**src/rtl/rk4_pkg.sv**
```systemverilog
package rk4_pkg;

    localparam int DATA_W   = 32;
    localparam int COEF_W   = 31;
    localparam int CFG_IDX_W = 3;
    localparam int AX_W     = 2;
    localparam int MAX_AXES = 3;
    localparam int DEF_AXES = 3;
    localparam int DEF_FRAC_BITS = 16;

    // shared multiplier operand and product widths
    localparam int MA_W = 36;
    localparam int MB_W = 33;
    localparam int P_W  = MA_W + MB_W;
    localparam int NET_W = 64;
    localparam int ACC_W = 36;

    // time factors, unsigned Q0.32
    localparam logic [31:0] DT_Q32       = 32'd4294967;
    localparam logic [31:0] HALF_DT_Q32  = 32'd2147484;
    localparam logic [31:0] SIXTH_DT_Q32 = 32'd715828;

    // configuration register indexes
    localparam logic [CFG_IDX_W-1:0] REG_STIFFNESS = 3'd0;
    localparam logic [CFG_IDX_W-1:0] REG_DAMPING   = 3'd1;
    localparam logic [CFG_IDX_W-1:0] REG_INV_X     = 3'd2;
    localparam logic [CFG_IDX_W-1:0] REG_INV_Y     = 3'd3;
    localparam logic [CFG_IDX_W-1:0] REG_INV_Z     = 3'd4;
    localparam logic [CFG_IDX_W-1:0] REG_FORCE_X   = 3'd5;
    localparam logic [CFG_IDX_W-1:0] REG_FORCE_Y   = 3'd6;
    localparam logic [CFG_IDX_W-1:0] REG_FORCE_Z   = 3'd7;

    localparam logic [COEF_W-1:0] ONE_Q16 = 31'd65536;

    function automatic logic signed [DATA_W-1:0] sat32(input logic signed [NET_W-1:0] v);
        logic signed [NET_W-1:0] hi;
        logic signed [NET_W-1:0] lo;
        hi = NET_W'(64'sd2147483647);
        lo = -NET_W'(64'sd2147483648);
        if (v > hi) begin
            sat32 = 32'sh7fffffff;
        end else if (v < lo) begin
            sat32 = 32'sh80000000;
        end else begin
            sat32 = v[DATA_W-1:0];
        end
    endfunction

endpackage

```
**src/rtl/rk4_mul.sv**
```systemverilog
module rk4_mul (
    input  logic                              i_clk,
    input  logic signed [rk4_pkg::MA_W-1:0]   i_a,
    input  logic signed [rk4_pkg::MB_W-1:0]   i_b,
    output logic signed [rk4_pkg::P_W-1:0]    o_p
);
    import rk4_pkg::*;

    logic signed [P_W-1:0] r_p;

    always_ff @(posedge i_clk) begin
        r_p <= P_W'(i_a) * P_W'(i_b);
    end

    assign o_p = r_p;

endmodule

```
**config.mk**
```make
export PLATFORM = sky130hd
export DESIGN_NAME = rk4_mul
export DESIGN_NICKNAME = d
export VERILOG_FILES = /design/src/rtl/rk4_pkg.sv /design/src/rtl/rk4_mul.sv
export SDC_FILE = /design/constraint.sdc
export NUM_CORES = 2
export LEC_CHECK = 0
export BUFFER_PORTS_ARGS = -buffer_cell sky130_fd_sc_hd__clkbuf_2
export CAP_MARGIN = 0
export CORE_MARGIN = 4
export CORE_UTILIZATION = 45
export CTS_CLUSTER_SIZE = 12
export DETAILED_ROUTE_END_ITERATION = 6
export PLACE_DENSITY = 0.72
export SETUP_SLACK_MARGIN = 0.1
export SYNTH_ARGS = -nofsm -noshare
export SYNTH_HDL_FRONTEND = slang
export SYNTH_SLANG_ARGS = --single-unit
```
**constraint.sdc**
```tcl
create_clock -name i_clk -period 14.27 [get_ports i_clk]
set_clock_uncertainty 0.2 [all_clocks]
set_input_delay 2.854 -clock i_clk [delete_from_list [all_inputs] [get_ports i_clk]]
set_output_delay 2.854 -clock i_clk [all_outputs]
set_load 0.03 [all_outputs]
```
Word level (Yosys, flattened, before mapping)
Index checks and enable logic that the tools add are counted.

operators by class
  multiply operators = 1

operators with widths
  kind              count
  $mul A36 B33 Y69  1

word-level totals
  bits in registers = 69
  input port bits = 70
  output and inout port bits = 69
  logic and storage cells = 2

Longest topological paths before layout
  word-level depth = 1
  gate-level depth with buffers = 29

Worst setup path before layout
No wires, ideal clock.

  kind = input to register
  start = input port i_a[35] (netlist bit)
  end = register r_p[66], in the netlist o_p[66]
  library setup time = 0.120 ns
  arrival time = 10.123 ns
  required time = 13.950 ns
  path slack = 3.827 ns
  cell stages on the path = 25
  cells stage by stage = clkbuf_1 > and2_1 > fa_1 > fa_1 > fa_1 > fa_1 > inv_1 > fa_1 > inv_1 > fa_1 > fa_1 > inv_1 > fa_1 > inv_1 > ha_1 > clkbuf_1 > and3_1 > and2_1 > and3_1 > a21oi_1 > o21a_1 > o21ai_2 > and2_1 > o41a_1 > xor2_1

between the ends
  longest elaborated chain between the ends = 1

ends and longest elaborated chain
  item                    line           text
  start: declaration      rk4_mul.sv:3   input logic signed [rk4_pkg::MA_W-1:0] i_a,
  $mul A36 B33 Y69        rk4_mul.sv:12  r_p <= P_W'(i_a) * P_W'(i_b);
  end signal: assignment  rk4_mul.sv:12
  end: declaration        rk4_mul.sv:9   logic signed [P_W-1:0] r_p;

Every way passes these cells.

Worst setup path in the final report
  start = input port i_b[0] (netlist bit)
  end = register r_p[61], in the netlist o_p[61]

between the ends
  longest elaborated chain between the ends = 1

ends and longest elaborated chain
  item                line           text
  start: declaration  rk4_mul.sv:4   input logic signed [rk4_pkg::MB_W-1:0] i_b,
  $mul A36 B33 Y69    rk4_mul.sv:12

Every way passes these cells.

==> results.md <==
* Actual slew at the worst max-slew pin at 1.19 ns
* Routed WL at approximately 120000 um
* DRT Pass-1 Iters at 5
* # DRC at 0
* Initial Util at 45.5%
* Slew HR at between 20% and 30%
* Setup TNS at 0 ns
* Cells after Synth at 4636
* Worst hold slack at 2.92 ns
* Fmax at 89.3 MHz
* Total track usage at between 20% and 30%
* Synth Net Count at between 6000 and 7000
* CP Class: primary input to flip-flop
* Seq/Total Area, Yosys at 3.19%
* Crit path required time at 14.30 ns
* Vias at 30800
* Max-Cap Viols at 0
* Synthesis-to-layout area growth at 4.11%
* Drt via density at 5.27
* Hold WC Path Type: primary input to flip-flop
* RSZ-0062 raised after global routing: no
* IO buf count at between 100 and 150
* Max reg flops at 69
* CTS Hold Buffers Added at 0
* Flop and latch count out of synthesis at 69
* Top cell type's share of synthesized area at between 50% and 60%
* # clock sinks at 69
* Grt ovf at 0
* DR iter-0 viols at 1944
* Most used DFF post-synth: dfxtp_1
* Syn. warnings at 0
* Vias in the first global route at roughly 35000
* EDFF count, synth at 0
* Final worst path period need at between 10 and 15 ns
* Worst setup EP type: flip-flop
* Commonest non-fill, non-tap cells in the layout: fa_1, inv_1, and2_1, nand2_1, ha_1
* Final net count at 6093
* DRT antenna net count at 0
* Status: completed
* Commonest non-fill, non-tap cell in the layout: fa_1
* Initial antenna violation count at 8
* First-pass GRT wire length at approximately 190000 um
* Core Box Area at 95300 um2
* Die height at 318 um
* Max Slew Vio Count at 0
* CTS tree: done
* Finished layout cell area at 45100 um2
* I/O Pins at around 140
* Worst Path Max Fanout at 36
* CTS H-tree lvls at 3
* Dominant cell type by area after synthesis: fa_1
* Share of layout cells above drive strength 1 at 4.23%
* Syn Std Cell Area at approximately 43000 um2
* Dominant cells by area after synthesis: fa_1, inv_1, and2_1
* Post-CTS setup buffers at 0
* Avg Cell Area, Syn at 9.34 um2
* Clock transition at path regs at 0.06 ns
* Setup crit start kind: primary input
* Largest net degree at the start of global routing at 37
* Worst Setup SP: i_b[0]
* Final period util at approximately four fifths
* Final Hold Viols at 0
* Die span in x at 318 um
* Post-placement cell area at 44800 um2
* Number of CTS-inserted buffers at 9
* PostCTS Resize Cnt at 0
* Rows at 113
* Worst hold start: i_a[0]
* Final setup viols at 0
* FFs w/ async S/R, synth at 0%
* Distinct cells, synth at 54
* WP data arrival at 11.22 ns
* GPL Wtd Cong at 0.896
* Final HPWL DP at roughly 94000 um
* Die area at 101000 um2
* Clk buf depth at 2
* Clock Tree Root: clkbuf_16
* Post-DR wirelength/cell at 20.2 um
metal layers:
metal / share of wire, % / global-route usage [%] / vias up / routed length [um]
met2: 52 / 42.7 / 1264 / 60800
met4: 7.0 / 13.1 / 6 / 8300
met1: 35 / 28.0 / 16200 / 41400
li1: - / - / 12900 / -
met5: 0.039 / 0 / - / 46
met3: 6.3 / 3.54 / 388 / 7430
logic make-up (layout without fill, tap and decap cells):
family / after synthesis / count (layout) / share of synthesized area, %
xor+xnor: 77 / 77 / 1.56
fa+ha+maj: 1461 / 1461 / 63.7
flops: 69 / 69 / 3.19
buf+inv: 1469 / 1400 / 12.8
compound gates: 213 / 213 / 3.30
simple gates: 1347 / 1347 / 15.5
other cells: 0 / 3 / 0
metrics by stage:
step	std cells	worst slack, ns	utilization, %
after global placement	5816	2.79	47.0
final	5835	3.07	47.3
after floorplan	4636	3.83	-
after global routing	5834	2.57	47.3
after detailed placement	5816	2.78	47.0
after CTS	5832	3.06	47.3
cells in the mapped netlist (8+ instances only):
| library cell | number |
|---|---|
| inv_1 | 1224 |
| o21bai_1 | 9 |
| a21o_1 | 24 |
| xnor2_1 | 48 |
| nand2_1 | 602 |
| o211ai_1 | 9 |
| nor2_1 | 72 |
| xor2_1 | 29 |
| fa_1 | 1238 |
| nor3_1 | 13 |
| nand3_1 | 9 |
| a21oi_1 | 68 |
| clkbuf_1 | 238 |
| ha_1 | 223 |
| nand4_1 | 16 |
| nand2b_1 | 14 |
| and2_1 | 602 |
| dfxtp_1 | 69 |
| a211oi_1 | 8 |
| o21ai_0 | 36 |
path summary, 6_finish.rpt:
| path | end | cells after the start |
|---|---|---|
| max | o_p[61]$_DFF_P_ | 25 |
| min | o_p[0]$_DFF_P_ | 3 |
layout make-up:
type / count / area [um2]
Sequential cell: 69 / 1380
Inverter: 1224 / 4590
Multi-Input combinational cell: 3098 / 36400
Clock inverter: 7 / 50.0
Antenna cell: 3 / 7.51
Fill cell: 8976 / 50200
Timing Repair Buffer: 160 / 856
Tap cell: 1265 / 1580
Clock buffer: 9 / 225
critical path, stage by stage:
cell and delay [ns]:
clkbuf_2 0.56, nand2_1 0.20, inv_1 0.17, fa_1 0.50
fa_1 0.57, fa_1 1.02, fa_1 0.66, inv_1 0.49
fa_1 0.51, inv_1 0.09, fa_1 0.40, fa_1 0.49
inv_1 0.05, fa_1 0.47, inv_1 0.04, ha_1 0.41
nand3_1 0.14, nor3_1 0.26, nand2_1 0.12, a2111oi_0 0.39
o21a_1 0.20, a211o_1 0.22, a211o_1 0.19, a21oi_2 0.07
xnor2_1 0.14
Power is not shown: default switching activity piles up to over one toggle a cycle in this logic, so the estimate is an artifact.
